===== src/rtl/rfm_pkg.sv =====
`default_nettype none
package rfm_pkg;

    localparam int MAX_POINTS = 1024;
    localparam int MAX_LOG2   = 10;
    localparam int ADDR_W     = 10;
    localparam int COMP_W     = 24;
    localparam int SAMPLE_W   = 16;
    localparam int TW_DEPTH   = MAX_POINTS / 2;
    localparam int TW_AW      = 9;
    localparam int WORD_W     = 2 * COMP_W;
    localparam int RAD_W      = 34;
    localparam int ROOT_W     = 17;
    localparam int SQRT_STEPS = 17;

    localparam logic [1:0] WR_LOAD   = 2'd0;
    localparam logic [1:0] WR_TOP    = 2'd1;
    localparam logic [1:0] WR_BOTTOM = 2'd2;

    typedef logic [31:0] t_tw_rom [TW_DEPTH];

    typedef struct packed {
        logic              cap_sample;
        logic [ADDR_W-1:0] rd_addr;
        logic              we;
        logic [ADDR_W-1:0] wr_addr;
        logic [1:0]        wr_sel;
        logic [TW_AW-1:0]  tw_addr;
        logic              cap_u;
        logic              mul_bf;
        logic              sum_bf;
        logic              mul_sq;
        logic              sum_sq;
        logic              sqrt_step;
        logic              out_go;
        logic              out_ok;
    } t_cmd;

    function automatic logic signed [15:0] f_q15(input longint v);
        longint t;
        t = v;
        if (t < 0) t = 0;
        if (t > (64'sd1 <<< 30)) t = 64'sd1 <<< 30;
        t = (t + 16384) >>> 15;
        if (t > 32767) t = 32767;
        return 16'(t);
    endfunction

    function automatic t_tw_rom f_build_rom();
        t_tw_rom rom;
        longint atn [30];
        longint x, y, z, dx, dy;
        longint turn;
        logic second;
        logic signed [15:0] c, s, cs, sn;
        atn = '{536870912, 316933406, 167458907, 85004756, 42667331, 21354465,
                10679838, 5340245, 2670163, 1335087, 667544, 333772, 166886,
                83443, 41722, 20861, 10430, 5215, 2608, 1304, 652, 326, 163,
                81, 41, 20, 10, 5, 3, 1};
        for (int k = 0; k < TW_DEPTH; k++) begin
            turn = longint'(k) * ((64'sd1 <<< 32) / MAX_POINTS);
            second = (turn >= (64'sd1 <<< 30));
            z = second ? turn - (64'sd1 <<< 30) : turn;
            x = 652032874;
            y = 0;
            for (int i = 0; i < 30; i++) begin
                dx = y >>> i;
                dy = x >>> i;
                if (z >= 0) begin
                    x = x - dx; y = y + dy; z = z - atn[i];
                end else begin
                    x = x + dx; y = y - dy; z = z + atn[i];
                end
            end
            c  = f_q15(x);
            s  = f_q15(y);
            cs = second ? -s : c;
            sn = second ? c : s;
            rom[k] = {cs, -sn};
        end
        return rom;
    endfunction

    localparam t_tw_rom TWIDDLE_ROM = f_build_rom();

endpackage
`default_nettype wire


===== src/rtl/rfm_ctrl.sv =====
`default_nettype none
module rfm_ctrl
    import rfm_pkg::*;
(
    input  wire logic              i_clk,
    input  wire logic              i_rst_n,
    input  wire logic              start,
    input  wire logic              i_operation,
    input  wire logic [ADDR_W-1:0] i_bin_index,
    input  wire logic              i_cfg_valid,
    input  wire logic [3:0]        i_cfg_data,
    output logic                   o_cfg_ready,
    output logic                   busy,
    output t_cmd                   o_cmd
);
    localparam logic [3:0] S_IDLE = 4'd0,  S_LOAD = 4'd1,  S_BF_RU = 4'd2,
                           S_BF_RB = 4'd3, S_BF_MUL = 4'd4, S_BF_SUM = 4'd5,
                           S_BF_WT = 4'd6, S_BF_WB = 4'd7, S_RD_A = 4'd8,
                           S_RD_W = 4'd9,  S_RD_M = 4'd10, S_RD_S = 4'd11,
                           S_SQRT = 4'd12, S_OUT = 4'd13;

    logic [3:0] r_state, n_state;
    logic [3:0] r_log2, bits;
    logic [ADDR_W:0] r_load, n_load, npts;
    logic r_ready, n_ready, r_ok, n_ok;
    logic [3:0] r_st, n_st;
    logic [TW_AW-1:0] r_bf, n_bf;
    logic [4:0] r_cnt, n_cnt;
    logic [ADDR_W-1:0] r_bin, rev, pos, half, jj, grp, ua, ba;
    logic accept;

    assign bits = (r_log2 == 4'd0) ? 4'd1 :
                  (r_log2 > 4'(MAX_LOG2)) ? 4'(MAX_LOG2) : r_log2;
    assign npts = (ADDR_W+1)'(1) << bits;
    assign accept = start && !busy;
    assign busy = (r_state != S_IDLE);
    assign o_cfg_ready = !busy;

    always_comb begin
        for (int i = 0; i < ADDR_W; i++) rev[i] = r_load[ADDR_W-1-i];
    end
    assign pos  = rev >> (4'(MAX_LOG2) - bits);
    assign half = ADDR_W'(1) << (r_st - 4'd1);
    assign jj   = {1'b0, r_bf} & (half - ADDR_W'(1));
    assign grp  = {1'b0, r_bf} >> (r_st - 4'd1);
    assign ua   = (grp << r_st) | jj;
    assign ba   = ua | half;

    always_comb begin
        n_state = r_state;
        n_load  = r_load;
        n_ready = r_ready;
        n_ok    = r_ok;
        n_st    = r_st;
        n_bf    = r_bf;
        n_cnt   = r_cnt;
        o_cmd   = '0;
        o_cmd.wr_sel  = WR_LOAD;
        o_cmd.tw_addr = TW_AW'(jj << (4'(MAX_LOG2) - r_st));
        o_cmd.rd_addr = ua;
        unique case (r_state)
            S_IDLE: begin
                if (accept) begin
                    o_cmd.cap_sample = 1'b1;
                    if (i_operation) begin
                        n_ok    = r_ready && ({1'b0, i_bin_index} <= (npts >> 1));
                        n_state = S_RD_A;
                    end else begin
                        n_state = S_LOAD;
                    end
                end
            end
            S_LOAD: begin
                o_cmd.we      = 1'b1;
                o_cmd.wr_addr = pos;
                if (r_load == '0) n_ready = 1'b0;
                if (r_load + 1'b1 == npts) begin
                    n_load  = '0;
                    n_st    = 4'd1;
                    n_bf    = '0;
                    n_state = S_BF_RU;
                end else begin
                    n_load  = r_load + 1'b1;
                    n_state = S_IDLE;
                end
            end
            S_BF_RU: n_state = S_BF_RB;
            S_BF_RB: begin
                o_cmd.rd_addr = ba;
                o_cmd.cap_u   = 1'b1;
                n_state       = S_BF_MUL;
            end
            S_BF_MUL: begin
                o_cmd.mul_bf = 1'b1;
                n_state      = S_BF_SUM;
            end
            S_BF_SUM: begin
                o_cmd.sum_bf = 1'b1;
                n_state      = S_BF_WT;
            end
            S_BF_WT: begin
                o_cmd.we      = 1'b1;
                o_cmd.wr_sel  = WR_TOP;
                o_cmd.wr_addr = ua;
                n_state       = S_BF_WB;
            end
            S_BF_WB: begin
                o_cmd.we      = 1'b1;
                o_cmd.wr_sel  = WR_BOTTOM;
                o_cmd.wr_addr = ba;
                n_state       = S_BF_RU;
                if ({2'b0, r_bf} == (npts >> 1) - 1'b1) begin
                    n_bf = '0;
                    if (r_st == bits) begin
                        n_ready = 1'b1;
                        n_state = S_IDLE;
                    end else begin
                        n_st = r_st + 4'd1;
                    end
                end else begin
                    n_bf = r_bf + 1'b1;
                end
            end
            S_RD_A: begin
                o_cmd.rd_addr = r_bin;
                n_state = r_ok ? S_RD_W : S_OUT;
            end
            S_RD_W: begin
                o_cmd.rd_addr = r_bin;
                n_state = S_RD_M;
            end
            S_RD_M: begin
                o_cmd.mul_sq = 1'b1;
                n_state      = S_RD_S;
            end
            S_RD_S: begin
                o_cmd.sum_sq = 1'b1;
                n_cnt        = '0;
                n_state      = S_SQRT;
            end
            S_SQRT: begin
                o_cmd.sqrt_step = 1'b1;
                n_cnt = r_cnt + 1'b1;
                if (r_cnt == 5'(SQRT_STEPS - 1)) n_state = S_OUT;
            end
            S_OUT: begin
                o_cmd.out_go = 1'b1;
                o_cmd.out_ok = r_ok;
                n_state      = S_IDLE;
            end
            default: n_state = S_IDLE;
        endcase
        if (i_cfg_valid && o_cfg_ready) begin
            n_load  = '0;
            n_ready = 1'b0;
        end
    end

    always_ff @(posedge i_clk) begin
        if (!i_rst_n) begin
            r_state <= S_IDLE;
            r_log2  <= 4'(MAX_LOG2);
            r_load  <= '0;
            r_ready <= 1'b0;
            r_ok    <= 1'b0;
            r_st    <= 4'd1;
            r_bf    <= '0;
            r_cnt   <= '0;
        end else begin
            r_state <= n_state;
            r_load  <= n_load;
            r_ready <= n_ready;
            r_ok    <= n_ok;
            r_st    <= n_st;
            r_bf    <= n_bf;
            r_cnt   <= n_cnt;
            if (i_cfg_valid && o_cfg_ready) r_log2 <= i_cfg_data;
        end
    end

    always_ff @(posedge i_clk) begin
        if (accept) r_bin <= i_bin_index;
    end
endmodule
`default_nettype wire

===== config.mk =====
export PLATFORM = sky130hd
export DESIGN_NAME = rfm_ctrl
export DESIGN_NICKNAME = d
export VERILOG_FILES = /design/src/rtl/rfm_pkg.sv /design/src/rtl/rfm_ctrl.sv
export SDC_FILE = /design/constraint.sdc
export NUM_CORES = 1
export LEC_CHECK = 0
export BUFFER_PORTS_ARGS = -buffer_cell sky130_fd_sc_hd__buf_2
export CAP_MARGIN = 20
export CORE_AREA = 2 2 103 105
export CTS_CLUSTER_DIAMETER = 200
export CTS_CLUSTER_SIZE = 14
export DETAILED_ROUTE_END_ITERATION = 8
export DIE_AREA = 0 0 105 107
export MAX_ROUTING_LAYER = met4
export PLACE_DENSITY_LB_ADDON = 0.05
export SYNTH_ARGS = -nofsm -noshare
export SYNTH_HDL_FRONTEND = slang
export SYNTH_SLANG_ARGS = --single-unit

===== constraint.sdc =====
create_clock -name i_clk -period 10.3 [get_ports i_clk]
set_input_delay 1.545 -clock i_clk [delete_from_list [all_inputs] [get_ports i_clk]]
set_output_delay 1.545 -clock i_clk [all_outputs]
set_load 0.03 [all_outputs]

After elaboration in Yosys (flattened, before gate mapping)
Index checks and enable logic that the tools add are counted.

Register bits after elaboration: 49. Latch bits: 0. Memory bits (writable): 0. Bits in read-only memories: 0. Input port bits: 19. Output and inout bits: 43. Word-level logic and storage cells: 106. Memories kept: 0.

Add/sub/neg operators: 9. Multiply operators: 0. Div/mod/pow operators: 0. Order comparisons: 2. Equal/unequal tests: 24. Shifts and indexed selects: 6. Muxes and demuxes: 35. Bitwise logic cells: 4. Reductions and logical operators: 17.

Operator list (count): case mux 4 bit (13 select lines) (1); case mux 11 bit (3 select lines) (1); two-way mux 4 bit (8); equality test 4 bit, second input constant (6); bitwise OR 10 bit (2); case mux 10 bit (2 select lines) (1); two-way mux 9 bit (2); case mux 9 bit (2 select lines) (1); equality test 4 x 3 -> 1 bit, second input constant (4); inequality test 2 bit, second input constant (7); adder 11 x 1 -> 11 bit, second input constant (1); equality test 11 bit (1); equality test 9 x 11 -> 1 bit (1); logical NOT 11 bit (1); two-way mux 1 bit (11); two-way mux 11 bit (1); left shift 1 x 4 -> 11 bit, first input constant (1); subtractor 10 x 1 -> 11 bit, second input constant (1); bitwise AND 9 x 10 -> 10 bit (1); <= comparator 10 bit (1); case mux 5 bit (2 select lines) (1); left shift 1 x 4 -> 10 bit, first input constant (1); left shift 10 x 4 -> 10 bit (1); left shift 10 x 4 -> 9 bit (1); 28 further kinds (40).

Longest topological paths before layout
Gate-level depths: netlist of run 1.

Depth after elaboration: 8. Mapped depth: 19. Mapped depth without buffers: 14.

Worst setup path before layout of run 1
Ideal clock, no wire load.

Kind: reg-to-output. From: register r_st[0]. To: output port o_cmd[14] in the netlist's numbering. Arrival time: 4.191 ns. Data required time: 8.755 ns. Path slack: 4.564 ns. Stages on the path, launching flop included: 18. Buffers on the path: 6. Path through: dfxtp_1 -> buf_2 -> inv_1 -> clkbuf_1 -> buf_1 -> ha_1 -> buf_2 -> nor2_1 -> a32o_1 -> buf_2 -> nand2_1 -> ha_1 -> clkbuf_1 -> a21boi_0 -> o211ai_1 -> a311oi_1 -> nor2_1 -> a221oi_1.

RTL lines: start: declaration (line rfm_ctrl.sv:26) `logic [3:0] r_st, n_st;`; start signal: assignment (line rfm_ctrl.sv:174) `r_st <= n_st;`; end: declaration (line rfm_ctrl.sv:14) `output t_cmd o_cmd`.

==> flow_summary.toml, run 1 <==
[yosys]
synth_common_cells = "sky130_fd_sc_hd__nand2_1 (67), sky130_fd_sc_hd__nor2_1 (62), sky130_fd_sc_hd__a21oi_1 (48)"
yosysWarnings = 0
number_of_enable_type_register_cells_in_the_synthesized_netlist = 10
synth_async_sr_flop_share = 0
netlist_top_cells_area = "sky130_fd_sc_hd__dfxtp_1 (13%), sky130_fd_sc_hd__ha_1 (5.9%), sky130_fd_sc_hd__mux2i_1 (5.4%)"
complex_gate_fraction_of_the_synthesized_area = 0.255
yosysUniqueCellTypes = 88
synth-seq-area-share = 0.182
synth_top_family_by_area = "simple AND/OR/NAND/NOR gates"
avgSynthCellArea_um2 = 7.50
netlist.area_leader.share = 0.132
synthFlopType = "sky130_fd_sc_hd__dfxtp_1"
synth.ff_latch_count = 49
yosys.area_share.xor_xnor = 0.0609
synthesis.instances = 791
synth.area.mux_share = 0.0900
yosysTopAreaCell = "sky130_fd_sc_hd__dfxtp_1"
yosys.area_share.adder = 0.0590
count_leader_synth = "sky130_fd_sc_hd__nand2_1"
postSynthNetCount = 838
synth-simple-area-share = 0.279
syn-cell-area_um2 = 5940

[die]
core_region_area_um2 = 10100
num_io_pins = 62
fp-row-count = 37
chipWidth_um = 105
die_height_um = 107
fp.dieArea_um2 = 11200
initial_utilization = 0.588

[placement]
dp_cells = 921
gp_weighted_congestion = 1.04
number_of_port_buffers = 61
hpwl_um = 14600
preCtsSetupSlack_ns = 4.23

[worst_setup_path]
path_max_fanout = 30
cp_data_required_time_ns = 8.76
instance_count_on_the_critical_path = 10
timing.critical_path.max_delay_family = "compound AO/OA/AOI/OAI gates"
critical_path_arrival_ns = 4.98
crit_path_cell_trace = "inv_1 -> ha_1 -> mux4_2 -> mux2i_1 -> o22ai_1 -> a22o_1 -> a311oi_1 -> a21oi_1 -> a211o_1 -> buf_2"
end_kind = "primary output"
reg2reg_depth = 11
setup.worst_path.start_class = "register"
critPathSlowestCell = "sky130_fd_sc_hd__ha_1"
critPathMaxStageDelay_ns = 1.11
setup.worst_path.class = "reg -> out"
total_buffers_and_inverters_traversed_by_the_critical_path = 2

[route]
vias_per_cell = 6.87
top_signal_layer_used = "met4"
dr_wl_met3_um = 1780
finalWirelength_um = 19600
drt-met1-wl_um = 7700
vias = 6379
met2_wirelength_um = 9270
route.antenna.remaining_nets = 0
detail_route.drc_violations = 0
drt-initial-drc-count = 573
drt_first_pass_iters = 7
wl_per_cell_um = 21.1

[power_and_ir_drop]
vdd.ir_drop.worst_v = 0.000100
static-leakage-power_nw = 2.47
pwr_density_cell_nw_per_um2 = 111

[cells_and_area]
seqCellArea_um2 = 1080
synth_to_final_area_change_pct = 4.60
layout-drive-gt1-share = 0.145
multiInputGateArea_um2 = 4420
layoutNonFillerInstCount = 929
n_antenna_cell = 0
finalNetCount = 839
final.fill_count = 965

[timing]
maxClockFrequency_ghz = 0.153
fin_worst_hold_slack_ns = 0.490
worst_slack_ns = 3.78
final_cycle_share = 0.633
maxSlewViolCount = 0
clock_skew_ns = 0.0189
rsz_0062_raised_after_global_routing = "no"
fin_crit_ns = 6.52
setup_tns_after_final_layout_ns = 0
hold_viol_final = 0
timing_worst_slew_pin_value_ns = 1.07
max-slew-margin-rel = 0.285
finalSetupViolCount = 0

[cts]
post_cts.repair.setup_buffers = 0
number_of_cts_inserted_buffers = 5
htree_levels = 2
cts_tree = "yes"
clock-root-buffer = "sky130_fd_sc_hd__clkbuf_8"
insertion_delay_ns = 0.32
cts_buffer_depth = 2
cts_sinks = 49
clkTransAtPathRegs_ns = 0.11
ctsHoldBuffers = 0
ctsResizeCount = 0

[flow_run]
timing.max_cap.violations = 0

[global_routing]
grt_util_all_layers = 0.358
maximum_number_of_pins_on_one_net_before_global_route_repair = 36
grt_antenna_before_repair = 0
via_count_of_the_first_global_routing_pass = 5868
grt_pass1_wl_um = 31300
overflow_left_after_global_routing = 0

[hold_path]
min_path_type = "reg -> reg"
cell_count_of_the_worst_hold_path = 2

[status]
run_status = "finished clean"
power by group:
group	leakage [nW]	switching (mW)	internal (mW)
Clock	0.0521	0.0743	0.0558
Combinational	2.01	0.209	0.106
Sequential	0.410	0.0290	0.214
Total	2.47	0.312	0.376
area by class of cell:
class / instances / area share
multi-input cells: 643 / 0.711
well taps: 136 / 0.0274
clock buffers: 6 / 0.0133
clock inverters: 2 / 0.00242
flip-flops and latches: 49 / 0.174
repair buffers: 66 / 0.0552
inverters: 27 / 0.0163
metal layers:
layer | vias to the layer above | track usage
met2 | 360 | 0.581
met4 | 0 | 0.157
met5 | - | -
li1 | 2944 | -
met3 | 65 | 0.0748
met1 | 3010 | 0.432
per-stage QoR:
step                      total power [mW]  area [um^2]   util
after global routing                 0.723         6210  0.615
after floorplan                      0.483         5940      -
after CTS                            0.684         6210  0.615
after global placement               0.544         6110  0.606
after detailed placement             0.554         6110  0.606
final                                0.688         6210  0.615
cells in the final DEF (no fill, tap or decap), drive strengths merged, types with 9 or more instances in the layout:
master	Yosys	layout
nand2	69	69
nor2b	9	9
o21ai	34	34
nand3	41	41
mux2i	32	32
o211ai	11	11
xor2	17	17
nor2	63	63
a21o	12	12
and2	11	11
xnor2	20	20
nor3	33	33
inv	27	29
a31oi	16	16
nand4	11	11
nand3b	9	9
or2	9	9
dfxtp	39	39
nand2b	14	14
buf	35	66
a21oi	48	48
ha	28	28
edfxtp	10	10
sequential cells by signal, summed over array words and instances (netlist names):
name,flops
r_load,11
r_bin,10
r_bf,9
r_cnt,5
r_log2,4
r_st,4
r_state,4
r_ok,1
r_ready,1
tightest hold or removal path: cells and delay by family, from the launching register on:
kind	cells	cell delay, ns
compound gates	1	0.05
flops	1	0.34
simple gates	1	0.06
kinds of logic (layout without fill, tap and decap cells):
group / after synthesis / after routing
compound gates: 217 / 217
xor+xnor: 38 / 38
fa+ha+maj: 28 / 28
buf+inv: 99 / 101
flops: 49 / 49
mux: 44 / 44
simple gates: 316 / 316
path summary, 6_finish.rpt:
kind | start | slack [ns] | end
min reg2reg | r_log2[0] | 0.49 | r_log2[0]
max reg2reg | r_log2[3] | 4.92 | r_st[2]
min | r_log2[0] | 0.49 | r_log2[0]
max | r_st[1] | 3.78 | o_cmd[24]
Note: power is estimated with default switching activity, not from simulation.
==> run 2, diff against run 1 <==
- CORE_AREA: 2 2 103 105 -> 2 2 107 109
- DIE_AREA: 0 0 105 107 -> 0 0 109 111
- clock period: 10.3 -> 5.3 ns (I/O delays scaled with it)
==> run 2 against run 1 <==
Compared with the run above:
- cell area rose by 2.0%
- cell count rose by 1.6%
- combinational power rose by 92%
- sequential cell count did not move
- core utilization fell by 4.4 points
- register-to-register slack got worse by 4.3 ns
- first-iteration DRC count rose by 31%
- worst hold slack got worse by 0.013 ns
- total power rose by 100%
- clock-buffer cell count did not move
==> flow_summary.toml, run 2 (synthesis results as in run 1) <==
[status]
run_status = "finished clean"

[timing]
timing_worst_slew_pin_value_ns = 0.896
clock_skew_ns = 0.00440
finalSetupViolCount = 0
rsz_0062_raised_after_global_routing = "no"
final_cycle_share = 0.885
max-slew-margin-rel = 0.398
setup_tns_after_final_layout_ns = 0
fin_crit_ns = 4.69
maxSlewViolCount = 0
maxClockFrequency_ghz = 0.213
hold_viol_final = 0

[die]
fp-row-count = 39
core_region_area_um2 = 11100
chipWidth_um = 109
num_io_pins = 62
fp.dieArea_um2 = 12100
die_height_um = 111
initial_utilization = 0.536

[cts]
clkTransAtPathRegs_ns = 0.07
number_of_cts_inserted_buffers = 5
cts_tree = "yes"
cts_sinks = 49
cts_buffer_depth = 2
ctsHoldBuffers = 0
clock-root-buffer = "sky130_fd_sc_hd__clkbuf_16"
post_cts.repair.setup_buffers = 0
ctsResizeCount = 0
insertion_delay_ns = 0.30
htree_levels = 2

[worst_setup_path]
total_buffers_and_inverters_traversed_by_the_critical_path = 1
worst_flop_to_flop_path_startpoint = "r_log2[3]"
critical_path_arrival_ns = 4.92
end_kind = "register"
crit_path_cell_trace = "o21ai_0 -> a21o_1 -> inv_1 -> ha_1 -> nand2_1 -> ha_1 -> nor4b_1 -> o31ai_2 -> o211ai_1 -> a211oi_2 -> o2111ai_2 -> or4_1 -> a211oi_2"
setup.worst_path.start_class = "register"
critPathSlowestCell = "sky130_fd_sc_hd__dfxtp_1"
setup.worst_path.class = "reg -> reg"
reg2reg_depth = 13
setup.reg_to_reg.worst_slack_ns = 0.61
critPathMaxStageDelay_ns = 0.56
crit-reg2reg-capture = "r_st[3]"
cp_data_required_time_ns = 5.53
timing.critical_path.max_delay_family = "compound AO/OA/AOI/OAI gates"
path_max_fanout = 13

[cells_and_area]
final.fill_count = 1078
layout.cells.most_common_list = "sky130_fd_sc_hd__nand2_1 (67), sky130_fd_sc_hd__nor2_1 (62), sky130_fd_sc_hd__buf_2 (61)"
flip_flop_count_of_the_largest_register_after_layout = 11
synth_to_final_area_change_pct = 6.68
n_antenna_cell = 0
seqCellArea_um2 = 1080
final_area_um2 = 6330
layout-drive-gt1-share = 0.154
layout.cells.most_common = "sky130_fd_sc_hd__nand2_1"
max_flop_register = "r_load"
top_regs = "r_load x11, r_bin x10, r_bf x9"
finalNetCount = 847
multiInputGateArea_um2 = 4420

[power_and_ir_drop]
static-leakage-power_nw = 2.54
vdd.ir_drop.worst_v = 0.000242
pwr_density_cell_nw_per_um2 = 222

[global_routing]
maximum_number_of_pins_on_one_net_before_global_route_repair = 32
global_route.usage.met3 = 0.0370
grt_util_all_layers = 0.340
grt_antenna_before_repair = 0
grt.busiest_layer = "met2"
via_count_of_the_first_global_routing_pass = 5796
grt_pass1_wl_um = 31400
overflow_left_after_global_routing = 0
grt_util_met1 = 0.450
grt.met2_usage = 0.539

[hold_path]
worstHoldStart = "r_cnt[4]"
cell_count_of_the_worst_hold_path = 2
min_delay_worst_endpoint = "r_cnt[4]"
min_path_type = "reg -> reg"

[route]
detail_route.drc_violations = 0
finalWirelength_um = 19600
drt_first_pass_iters = 6
wl_per_cell_um = 20.8
vias = 6344
drt-initial-drc-count = 753
route.antenna.remaining_nets = 0
vias_per_cell = 6.72

[placement]
number_of_port_buffers = 61
place_area_um2 = 6180
gp_weighted_congestion = 1.00
hpwl_um = 14900

[flow_run]
timing.max_cap.violations = 0
==> run 2: changes by cell type in the layout (fill, tap and decap cells not counted) <==
cell and delta:
sky130_fd_sc_hd__clkbuf_8 -5, sky130_fd_sc_hd__clkbuf_16 +5, sky130_fd_sc_hd__clkinv_2 +1, sky130_fd_sc_hd__inv_4 -1, sky130_fd_sc_hd__clkinv_4 +1, sky130_fd_sc_hd__inv_6 -1
sky130_fd_sc_hd__buf_4 +8
==> run 2: worst reg2reg max path, stage by stage, from the launching register on <==
cell and delay [ns]:
sky130_fd_sc_hd__dfxtp_1 0.56, sky130_fd_sc_hd__o21ai_0 0.16, sky130_fd_sc_hd__a21o_1 0.31, sky130_fd_sc_hd__inv_1 0.43, sky130_fd_sc_hd__ha_1 0.54, sky130_fd_sc_hd__nand2_1 0.27, sky130_fd_sc_hd__ha_1 0.43, sky130_fd_sc_hd__nor4b_1 0.23
sky130_fd_sc_hd__o31ai_2 0.30, sky130_fd_sc_hd__o211ai_1 0.15, sky130_fd_sc_hd__a211oi_2 0.20, sky130_fd_sc_hd__o2111ai_2 0.27, sky130_fd_sc_hd__or4_1 0.56, sky130_fd_sc_hd__a211oi_2 0.21
==> run 2: cell type report <==
class,count,area share
well taps,143,0.0283
repair buffers,74,0.0636
multi-input cells,643,0.697
inverters,27,0.0160
clock buffers,6,0.0219
flip-flops and latches,49,0.171
clock inverters,2,0.00217
==> run 2: worst max path at each step <==
| stage | startpoint | endpoint | slack (ns) | depth (start not counted) |
|---|---|---|---|---|
| 2_1_floorplan | r_st[0] | o_cmd[14] | 0.31 | 17 |
| 3_3_place_gp | r_log2[3] | r_st[3] | 0.78 | 13 |
| 3_5_place_dp | r_log2[3] | r_st[3] | 0.71 | 13 |
| 4_1_cts | r_log2[3] | r_st[3] | 0.69 | 13 |
| 5_1_grt | r_log2[3] | r_st[3] | 0.31 | 13 |
| 6_report | r_log2[3] | r_st[3] | 0.61 | 13 |
==> run 2: routing by layer <==
layer	share of wire	vias to the layer above
met3	0.067	46
met1	0.43	3042
met4	0.030	0
met2	0.47	293
li1	-	2963
met5	0	-
==> run 2: power breakdown <==
part | switching, mW | total [mW] | internal, mW | leakage [nW]
Clock | 0.145 | 0.333 | 0.188 | 0.0768
Combinational | 0.397 | 0.604 | 0.207 | 2.05
Sequential | 0.0548 | 0.472 | 0.417 | 0.410
==> run 2: per-stage QoR <==
| stage | setup WS, ns | power (mW) | instances | hold slack (ns) | utilization |
|---|---|---|---|---|---|
| detailed placement | 0.712 | 1.08 | 936 | 0.471 | 0.558 |
| floorplan | 0.314 | 0.939 | 791 | 0.440 | - |
| global route | 0.311 | 1.49 | 944 | 0.504 | 0.572 |
| CTS | 0.688 | 1.41 | 944 | 0.481 | 0.572 |
| global placement | 0.782 | 1.06 | 936 | 0.467 | 0.558 |
| finish | 0.608 | 1.41 | 944 | 0.477 | 0.572 |
==> run 3, diff against run 2 <==
- CORE_AREA: 2 2 107 109 -> 5 5 110 112
- DIE_AREA: 0 0 109 111 -> 0 0 115 117
==> run 3 against run 2 <==
Compared with the run above:
- non-clock buffer count up 4
- critical path type is now reg -> out
- critical path depth is 2 lower
- worst hold slack improved by 0.0050 ns
- sequential share of layout area decreased by 0.13 points
- cell count rose by 0.42%
- largest power group unchanged
==> flow_summary.toml, run 3 (synthesis results as in run 1) <==
[route]
route.antenna.remaining_nets = 0
finalWirelength_um = 19800
drt-initial-drc-count = 789
wl_per_cell_um = 20.8
vias_per_cell = 6.69
detail_route.drc_violations = 0
drt_first_pass_iters = 5
vias = 6345

[cts]
ctsResizeCount = 0
post_cts.repair.setup_buffers = 0
clkTransAtPathRegs_ns = 0.08
cts_sinks = 49
cts_buffer_depth = 2
cts_tree = "yes"
clock-root-buffer = "sky130_fd_sc_hd__clkbuf_16"
insertion_delay_ns = 0.31
number_of_cts_inserted_buffers = 5
htree_levels = 2
ctsHoldBuffers = 0

[global_routing]
maximum_number_of_pins_on_one_net_before_global_route_repair = 35
overflow_left_after_global_routing = 0
grt_pass1_wl_um = 31800
via_count_of_the_first_global_routing_pass = 5900
grt_util_all_layers = 0.308
grt_antenna_before_repair = 0

[power_and_ir_drop]
static-leakage-power_nw = 2.56
pwr_density_cell_nw_per_um2 = 230
vdd.ir_drop.worst_v = 0.000236

[cells_and_area]
layout-drive-gt1-share = 0.158
top_regs = "r_load x11, r_bin x10, r_bf x9"
flip_flop_count_of_the_largest_register_after_layout = 11
finalNetCount = 851
max_flop_register = "r_load"
n_antenna_cell = 0
synth_to_final_area_change_pct = 7.53
layout.cells.most_common_list = "sky130_fd_sc_hd__nand2_1 (67), sky130_fd_sc_hd__nor2_1 (62), sky130_fd_sc_hd__buf_2 (61)"
layout.cells.most_common = "sky130_fd_sc_hd__nand2_1"
layoutNonFillerInstCount = 948

[die]
core_region_area_um2 = 11100
fp-row-count = 39
chipWidth_um = 115
fp.dieArea_um2 = 13500
initial_utilization = 0.534
die_height_um = 117
num_io_pins = 62

[worst_setup_path]
setup.worst_path.class = "reg -> out"
cp_data_required_time_ns = 4.51
critical_path_arrival_ns = 3.68
reg2reg_depth = 14
critPathMaxStageDelay_ns = 0.43
path_max_fanout = 34
setup.worst_path.start_class = "register"
critPathSlowestCell = "sky130_fd_sc_hd__or3_1"
timing.critical_path.max_delay_family = "compound AO/OA/AOI/OAI gates"
crit_path_cell_trace = "buf_4 -> or3_1 -> a32o_1 -> nand2_1 -> ha_1 -> a21boi_0 -> o211ai_1 -> a311oi_1 -> nor2_1 -> a221oi_1 -> buf_2"
instance_count_on_the_critical_path = 11
end_kind = "primary output"
total_buffers_and_inverters_traversed_by_the_critical_path = 2

[placement]
number_of_port_buffers = 61
dp_cells = 940
preCtsSetupSlack_ns = 1.02
gp_weighted_congestion = 0.986
hpwl_um = 15100

[timing]
maxSlewViolCount = 0
final_cycle_share = 0.844
rsz_0062_raised_after_global_routing = "no"
fin_crit_ns = 4.47
finalSetupViolCount = 0
clock_skew_ns = 0.0112
max-slew-margin-rel = 0.370
setup_tns_after_final_layout_ns = 0
maxClockFrequency_ghz = 0.224
hold_viol_final = 0
timing_worst_slew_pin_value_ns = 0.939
worst_slack_ns = 0.827

[status]
run_status = "finished clean"

[hold_path]
cell_count_of_the_worst_hold_path = 2
min_path_type = "reg -> reg"

[flow_run]
timing.max_cap.violations = 0
## run 3: layout make-up
class                      count  area, um^2
fill                        1067        4740
sequential                    49        1080
clock inverter                 3        47.5
inverter                      27         101
tap                          143         179
timing repair buffer          78         433
multi-input combinational    643        4420
clock buffer                   5         125
## run 3: power breakdown
| part | total [mW] | switching [mW] | leakage (nW) | internal [mW] |
|---|---|---|---|---|
| Combinational | 0.613 | 0.403 | 2.07 | 0.210 |
| Sequential | 0.467 | 0.0508 | 0.410 | 0.417 |
| Clock | 0.386 | 0.159 | 0.0848 | 0.227 |
## run 3: metal layers
metal,vias up,track usage,part of all wire
met4,0,0.121,0.040
met1,3006,0.374,0.40
met5,-,-,0
met2,324,0.490,0.46
li1,2961,-,-
met3,54,0.0802,0.093
## run 3: per-stage QoR
step | hold WS (ns) | util | power, mW | cell area [um^2]
final | 0.482 | 0.574 | 1.47 | 6380
after global routing | 0.507 | 0.574 | 1.55 | 6380
after global placement | 0.466 | 0.558 | 1.07 | 6210
after floorplan | 0.440 | - | 0.939 | 5940
after detailed placement | 0.475 | 0.558 | 1.08 | 6210
after CTS | 0.485 | 0.574 | 1.47 | 6380
## run 3: final timing paths
| check | start | to | slack, ns |
|---|---|---|---|
| setup / recovery | r_st[0] | o_cmd[14] | 0.83 |
| hold / removal | r_cnt[4] | r_cnt[4] | 0.48 |
| setup reg to reg | r_log2[3] | r_st[3] | 0.93 |
| hold reg to reg | r_cnt[4] | r_cnt[4] | 0.48 |
## run 3: worst register-to-register path, cell delays in order (launching register included)
cell and delay, ns:
sky130_fd_sc_hd__dfxtp_1 0.31, sky130_fd_sc_hd__buf_4 0.28, sky130_fd_sc_hd__o21ai_0 0.15, sky130_fd_sc_hd__a21o_1 0.28, sky130_fd_sc_hd__inv_1 0.14, sky130_fd_sc_hd__ha_1 0.49
sky130_fd_sc_hd__nand2_1 0.28, sky130_fd_sc_hd__ha_1 0.42, sky130_fd_sc_hd__nor4b_1 0.22, sky130_fd_sc_hd__o31ai_2 0.31, sky130_fd_sc_hd__o211ai_1 0.14, sky130_fd_sc_hd__a211oi_2 0.19
sky130_fd_sc_hd__o2111ai_2 0.27, sky130_fd_sc_hd__or4_1 0.56, sky130_fd_sc_hd__a211oi_2 0.24
